$ cat src/rtl/purf_pkg.sv
// ----------------------------------------------------------------------------
// purf_pkg
// Shared types and constants for the polled uart receive fifo core.
// ----------------------------------------------------------------------------
package purf_pkg;

  // default receive ring depth (one slot always stays empty)
  localparam int FIFO_DEPTH_DEF = 16;

  // item kinds
  localparam logic [1:0] KIND_READ   = 2'd0;
  localparam logic [1:0] KIND_WRITE  = 2'd1;
  localparam logic [1:0] KIND_SERIAL = 2'd2;

  // register byte offsets
  localparam logic [2:0] OFS_DATA   = 3'd3;
  localparam logic [2:0] OFS_STATUS = 3'd6;
  localparam logic [2:0] OFS_INJECT = 3'd7;

  // line status bits
  localparam logic [7:0] STATUS_TX_EMPTY   = 8'h20;
  localparam logic [7:0] STATUS_DATA_READY = 8'h01;

  // input word
  typedef struct packed {
    logic [1:0] kind;
    logic [2:0] address;
    logic [7:0] data_byte;
  } in_item_t;

  // result word
  typedef struct packed {
    logic [7:0] read_data;
    logic       tx_valid;
    logic [7:0] tx_byte;
    logic       rx_dropped;
    logic       rx_popped;
    logic       rx_space;
  } out_item_t;

  // controller to datapath commands
  typedef struct packed {
    logic capture;
    logic commit;
  } purf_cmd_t;

  // datapath to controller status
  typedef struct packed {
    logic out_busy;
  } purf_sts_t;

endpackage

$ cat src/rtl/purf_ram.sv
// ----------------------------------------------------------------------------
// purf_ram
// Generic single-write, single-read ram with registered read data.
// ----------------------------------------------------------------------------
module purf_ram #(
  parameter int WIDTH = 8,
  parameter int DEPTH = 16
) (
  input  logic                     clk,
  input  logic                     we,
  input  logic [$clog2(DEPTH)-1:0] waddr,
  input  logic [WIDTH-1:0]         wdata,
  input  logic [$clog2(DEPTH)-1:0] raddr,
  output logic [WIDTH-1:0]         rdata
);

  logic [WIDTH-1:0] mem [DEPTH];
  logic [WIDTH-1:0] rdata_r;

  // write port
  always_ff @(posedge clk) begin
    if (we) begin
      mem[waddr] <= wdata;
    end
  end

  // registered read port
  always_ff @(posedge clk) begin
    rdata_r <= mem[raddr];
  end

  assign rdata = rdata_r;

endmodule

$ cat src/rtl/purf_ctrl.sv
// ----------------------------------------------------------------------------
// purf_ctrl
// Sequencer: takes one word, waits for the ram read, then commits the result
// into the output register once that register is free.
// ----------------------------------------------------------------------------
module purf_ctrl (
  input  logic                clk,
  input  logic                rst_n,
  input  logic                in_valid,
  output logic                in_stall,
  input  purf_pkg::purf_sts_t sts,
  output purf_pkg::purf_cmd_t cmd
);
  import purf_pkg::*;

  localparam logic ST_IDLE = 1'b0;
  localparam logic ST_EXEC = 1'b1;

  logic state_r;
  logic state_nxt;

  // next state
  always_comb begin
    state_nxt = state_r;
    case (state_r)
      ST_IDLE: begin
        if (in_valid) begin
          state_nxt = ST_EXEC;
        end
      end
      ST_EXEC: begin
        if (!sts.out_busy) begin
          state_nxt = ST_IDLE;
        end
      end
      default: state_nxt = ST_IDLE;
    endcase
  end

  always_ff @(posedge clk) begin
    if (!rst_n) begin
      state_r <= ST_IDLE;
    end else begin
      state_r <= state_nxt;
    end
  end

  // commands
  assign in_stall    = (state_r != ST_IDLE);
  assign cmd.capture = (state_r == ST_IDLE) && in_valid;
  assign cmd.commit  = (state_r == ST_EXEC) && !sts.out_busy;

  // checks
  a_capture_to_exec: assert property (@(posedge clk) disable iff (!rst_n)
    cmd.capture |=> (state_r == ST_EXEC))
    else $error("captured word did not move to execute");

  a_commit_frees_input: assert property (@(posedge clk) disable iff (!rst_n)
    cmd.commit |=> !in_stall)
    else $error("input still stalled after commit");

endmodule

$ cat src/rtl/purf_dp.sv
// ----------------------------------------------------------------------------
// purf_dp
// Datapath: captured word, ring pointers, receive store, decode and the
// output register.
// ----------------------------------------------------------------------------
module purf_dp #(
  parameter int FIFO_DEPTH = purf_pkg::FIFO_DEPTH_DEF
) (
  input  logic                 clk,
  input  logic                 rst_n,
  input  purf_pkg::in_item_t   in_item,
  input  purf_pkg::purf_cmd_t  cmd,
  output purf_pkg::purf_sts_t  sts,
  output logic                 out_valid,
  input  logic                 out_stall,
  output purf_pkg::out_item_t  out_item
);
  import purf_pkg::*;

  localparam int PTR_W = $clog2(FIFO_DEPTH);
  localparam logic [PTR_W-1:0] PTR_LAST = PTR_W'(FIFO_DEPTH - 1);

  function automatic logic [PTR_W-1:0] ring_next(input logic [PTR_W-1:0] p);
    ring_next = (p == PTR_LAST) ? '0 : p + PTR_W'(1);
  endfunction

  in_item_t   item_r;
  logic [PTR_W-1:0] wr_ptr_r, wr_ptr_nxt;
  logic [PTR_W-1:0] rd_ptr_r, rd_ptr_nxt;
  out_item_t  out_item_r, res;
  logic       out_valid_r, out_valid_nxt;
  logic [7:0] ram_rdata;
  logic       empty, full, is_push, is_pop, push_ok, ram_we;

  // capture the accepted word
  always_ff @(posedge clk) begin
    if (cmd.capture) begin
      item_r <= in_item;
    end
  end

  // decode
  assign empty   = (wr_ptr_r == rd_ptr_r);
  assign full    = (ring_next(wr_ptr_r) == rd_ptr_r);
  assign is_push = (item_r.kind == KIND_SERIAL) ||
                   ((item_r.kind == KIND_WRITE) && (item_r.address == OFS_INJECT));
  assign is_pop  = (item_r.kind == KIND_READ) && (item_r.address == OFS_DATA) && !empty;
  assign push_ok = is_push && !full;
  assign ram_we  = cmd.commit && push_ok;

  // pointer update
  assign wr_ptr_nxt = push_ok ? ring_next(wr_ptr_r) : wr_ptr_r;
  assign rd_ptr_nxt = is_pop ? ring_next(rd_ptr_r) : rd_ptr_r;

  always_ff @(posedge clk) begin
    if (!rst_n) begin
      wr_ptr_r <= '0;
      rd_ptr_r <= '0;
    end else if (cmd.commit) begin
      wr_ptr_r <= wr_ptr_nxt;
      rd_ptr_r <= rd_ptr_nxt;
    end
  end

  // receive store, always reading the head slot
  purf_ram #(
    .WIDTH (8),
    .DEPTH (FIFO_DEPTH)
  ) u_store (
    .clk   (clk),
    .we    (ram_we),
    .waddr (wr_ptr_r),
    .wdata (item_r.data_byte),
    .raddr (rd_ptr_r),
    .rdata (ram_rdata)
  );

  // result word
  always_comb begin
    res = '0;
    if (is_pop) begin
      res.read_data = ram_rdata;
      res.rx_popped = 1'b1;
    end else if ((item_r.kind == KIND_READ) && (item_r.address == OFS_STATUS)) begin
      res.read_data = STATUS_TX_EMPTY | (empty ? 8'h00 : STATUS_DATA_READY);
    end
    if ((item_r.kind == KIND_WRITE) && (item_r.address == OFS_DATA)) begin
      res.tx_valid = 1'b1;
      res.tx_byte  = item_r.data_byte;
    end
    res.rx_dropped = is_push && full;
    res.rx_space   = (ring_next(wr_ptr_nxt) != rd_ptr_nxt);
  end

  // output register
  assign out_valid_nxt = cmd.commit | (out_valid_r & out_stall);

  always_ff @(posedge clk) begin
    if (!rst_n) begin
      out_valid_r <= 1'b0;
    end else begin
      out_valid_r <= out_valid_nxt;
    end
  end

  always_ff @(posedge clk) begin
    if (cmd.commit) begin
      out_item_r <= res;
    end
  end

  assign sts.out_busy = out_valid_r & out_stall;
  assign out_valid    = out_valid_r;
  assign out_item     = out_item_r;

  // checks
  a_no_write_when_full: assert property (@(posedge clk) disable iff (!rst_n)
    ram_we |-> !full)
    else $error("store written while ring full");

  a_ptr_range: assert property (@(posedge clk) disable iff (!rst_n)
    (wr_ptr_r <= PTR_LAST) && (rd_ptr_r <= PTR_LAST))
    else $error("ring pointer out of range");

endmodule

$ cat src/rtl/polled_uart_rx_fifo_core.sv
// ----------------------------------------------------------------------------
// polled_uart_rx_fifo_core
// Polled uart register model with a receive ring fifo.
// ----------------------------------------------------------------------------
// One input word is a bus read, a bus write or a byte arriving from the
// serial line; each word gives exactly one result word (read data, transmit
// byte, drop / pop flags and fifo space).
// Both channels use valid/stall: a word moves at a clock edge with valid high
// and stall low. The block takes one word at a time: in_stall rises the cycle
// after acceptance and falls once the result is loaded into the output
// register; each word passes an execute step, set by the registered read of the
// receive store. The next word is accepted while a result still waits.
// If out_stall holds the output register full, the finished word waits in
// the execute step and input stays stalled until the register frees.
// The ring holds at most FIFO_DEPTH - 1 bytes.
// Reset (rst_n low, synchronous) empties the ring and clears out_valid; the
// store contents are not cleared, as only written slots are ever read.
// ----------------------------------------------------------------------------
module polled_uart_rx_fifo_core #(
  parameter int FIFO_DEPTH = purf_pkg::FIFO_DEPTH_DEF
) (
  input  logic                clk,
  input  logic                rst_n,
  input  logic                in_valid,
  output logic                in_stall,
  input  purf_pkg::in_item_t  in_item,
  output logic                out_valid,
  input  logic                out_stall,
  output purf_pkg::out_item_t out_item
);
  import purf_pkg::*;

  purf_cmd_t cmd;
  purf_sts_t sts;

  // sequencer
  purf_ctrl u_ctrl (
    .clk      (clk),
    .rst_n    (rst_n),
    .in_valid (in_valid),
    .in_stall (in_stall),
    .sts      (sts),
    .cmd      (cmd)
  );

  // datapath
  purf_dp #(
    .FIFO_DEPTH (FIFO_DEPTH)
  ) u_dp (
    .clk       (clk),
    .rst_n     (rst_n),
    .in_item   (in_item),
    .cmd       (cmd),
    .sts       (sts),
    .out_valid (out_valid),
    .out_stall (out_stall),
    .out_item  (out_item)
  );

endmodule

$ cat config.mk
export PLATFORM = sky130hd
export DESIGN_NAME = polled_uart_rx_fifo_core
export DESIGN_NICKNAME = d
export VERILOG_FILES = /design/src/rtl/purf_pkg.sv /design/src/rtl/purf_ram.sv /design/src/rtl/purf_ctrl.sv /design/src/rtl/purf_dp.sv /design/src/rtl/polled_uart_rx_fifo_core.sv
export SDC_FILE = /design/constraint.sdc
export NUM_CORES = 1
export LEC_CHECK = 0
export BUFFER_PORTS_ARGS = -buffer_cell sky130_fd_sc_hd__clkbuf_2
export CORE_MARGIN = 5
export CORE_UTILIZATION = 50
export DETAILED_ROUTE_END_ITERATION = 10
export GPL_TIMING_DRIVEN = 0
export PLACE_DENSITY = 0.66
export SYNTH_ARGS = -nofsm -noshare
export SYNTH_HDL_FRONTEND = slang
export SYNTH_SLANG_ARGS = --single-unit
$ cat constraint.sdc
create_clock -name clk -period 9.1 [get_ports clk]
set_input_delay 1.82 -clock clk [delete_from_list [all_inputs] [get_ports clk]]
set_output_delay 1.82 -clock clk [all_outputs]
set_load 0.1 [all_outputs]
==> summary.md <==
| Metric | Value |
|---|---|
| Final Skew | 0.00681 ns |
| 1st-pass router iterations | 4 |
| Top FF cell, synth | edfxtp_1 |
| Total GRT Usage | 17.8% |
| GR met3 Demand/Resource | 3.81% |
| Sink Count | 179 |
| Die area | 0.0169 mm² |
| Fmax | about 0.24 GHz |
| Largest net degree at the start of global routing | 28 |
| GRT overflow | 0 |
| Dpl ws | about 4.4 ns |
| DR vias | 3568 |
| RD Place Congestion | 0.838 |
| Layout cells sized above 1 | between 30% and 40% |
| Synth cell count leaders | edfxtp_1, mux4_2, nor2_1 |
| Max H-tree Level | 4 |
| Post-synth top area cell | edfxtp_1 |
| Post-CTS resize count | 0 |
| Crit. End Element | flop |
| Antenna violations before repair | 0 |
| Hold Crit Class | reg2reg |
| Max Buffers Root-to-Sink | 2 |
| #FFs+latches synth | approximately 180 |
| Power Density | 213 mW/mm² |
| Pins over their slew limit | 0 |
| Die width | 130 µm |
| Top-area cell type share of the netlist area | 67.0% |
| DRC errors left | 0 |
| CP Launch Type | input port |
| Outcome | complete, no violations |
| Starting Density | approximately half |
| PnR worst setup slack | 4.94 ns |
| Ys Warns | 0 |
| CTS buffer count | 17 |
| Total power draw | roughly 1.8 mW |
| Leak Pwr | 2.73 nW |
| Die H | 130 µm |
| Avg Cell Area, Syn | 18.9 µm² |
| Core region area | 0.0144 mm² |
| Grt peak-use layer | met2 |
| Post-synth ARST share | 0% |
| Vias/cell | 5.61 |
| Clock Latency Late Sink | 0.43 ns |
| Mapped Area | 0.00722 mm² |
| Detailed Place HPWL | 9230 µm |
| Layout area overhead | 14.7% |
| Tcrit/Tclk final | between 40% and 50% |
| WL final | 13600 µm |
| CP required | 9.15 ns |
| Antenna violation net count after detailed routing | 0 |
| First-pass GRT wire length | 21600 µm |
| Synth cell types | 56 |
| VDD IR max | between 0.0001 and 0.00015 V |
| Crit path kind | in2reg |
| Number of cell rows | 44 |
| Slew headroom | about a quarter |
| Final core utilization | between 50 and 60% |
| Reg clk slew, reported paths | roughly 0.060 ns |
| Synthesized netlist cell count | 382 |
| Minimum clock period | around 4.2 ns |
| Sequential share of the synthesized area | a little under three quarters |
| Setup TNS | 0 ns |
| MaxCap Viol Count | 0 |
| Fin area | just over 0.008 mm² |
| Largest cells by area after synthesis | edfxtp_1, mux4_2, dfxtp_1 |
| Vias in the first global route | 3795 |
| Most common cell in the synthesized netlist | edfxtp_1 |
| GR Util met1 | 24.8% |
| Syn_nets | 404 |
| Post-synth EDFFs | 161 |
| Ports | 39 |
| Hold Fails Final Rpt | 0 |
| Worst Path Arrival | 4.21 ns |
| M2 GR Usage | 27.7% |
| Routed WL per cell | 21.4 µm |
| Final nets | approximately 460 |
| Worst Path Max Fanout | 27 |
| DRT iter0 DRCs | 266 |
| TritonCTS clock tree | done |
| Ant. Diodes | 0 |
| Setup bufs post-CTS | 0 |
| Final setup viols | 0 |
| Least-Margin Pin Slew | 1.11 ns |
| CTS Root Buffer Type | clkbuf_16 |
| # hold bufs at CTS | 0 |
| Placed Area | roughly 0.0077 mm² |
| RSZ-0062 raised after global routing | no |
| PortBufs | 38 |
logic make-up after synthesis:
logic type                 Yosys count  synth area share [%]
adders and majority gates            5                 0.867
xor gates and xnor gates            15                  2.32
and+or+nand+nor                     85                  6.50
AOI/OAI and AO/OA                   31                  3.59
DFF                                179                  72.0
muxes                               47                  13.5
buffers and inverters               20                  1.25
sequential cells by signal (all words and copies together), names as in the netlist:
register            flops
u_dp.u_store.mem      128
u_dp.out_item          20
u_dp.item_r            13
u_dp.u_store.rdata      8
u_dp.rd_ptr_r           4
u_dp.wr_ptr_r           4
u_ctrl.in_stall         1
u_dp.out_valid          1
path summary, 6_finish.rpt:
path,depth (start not counted),from,slack (ns),endpoint
worst min register to register,1,u_dp.u_store.rdata[1],0.51,u_dp.out_item[13]
worst max register to register,8,u_dp.wr_ptr_r[1],5.69,u_dp.u_store.mem[2][1]
worst max-delay path,6,out_stall,4.94,u_dp.u_store.mem[2][1]
worst min-delay path,1,u_dp.u_store.rdata[1],0.51,u_dp.out_item[13]
report_power, final:
part	total (mW)	internal (mW)	leakage, nW	switching [mW]
Sequential	0.927	0.912	1.60	0.0148
Clock	0.743	0.435	0.294	0.308
Combinational	0.0896	0.0196	0.835	0.0700
per-stage QoR:
stage          hold WS (ns)  cells
2_1_floorplan         0.478    382
3_3_place_gp          0.490    604
3_5_place_dp          0.499    604
4_1_cts               0.514    636
5_1_grt               0.530    636
6_report              0.511    636
final cells by class:
class                      count  area (µm²)
multi-input combinational    183        1960
timing repair buffer          38         190
buffer                        15        71.3
clock inverter                15         181
fill                        1069        6090
tap                          184         230
inverter                       5        18.8
clock buffer                  17         425
sequential                   179        5190
worst max-delay path, stage by stage:
cell,delay (ns)
clkbuf_2,0.11
a21boi_4,0.73
nand2_1,0.14
a21oi_2,0.41
nand2_1,0.24
nor3_2,0.75
cells in the final DEF (no fill, tap or decap), types with 3 or more instances in the layout:
cell type / instances
inv_6: 4
and2_1: 16
xor2_1: 5
dfxtp_1: 18
ha_1: 5
bufinv_16: 3
inv_1: 4
mux4_2: 40
clkbuf_16: 17
nor2b_1: 11
clkbuf_1: 8
nand2_1: 14
buf_2: 5
clkinv_4: 3
edfxtp_1: 161
nor2_1: 21
xnor2_1: 6
mux2i_1: 6
nor3_2: 4
clkinv_2: 3
a21oi_1: 6
or3_1: 3
clkbuf_2: 39
routing by layer:
metal	share of wire, %	up-vias
met5	0	-
met4	1.7	0
met3	6.3	17
met2	48	93
met1	44	1813
li1	-	1645
Note: power is estimated with default switching activity, not from simulation.
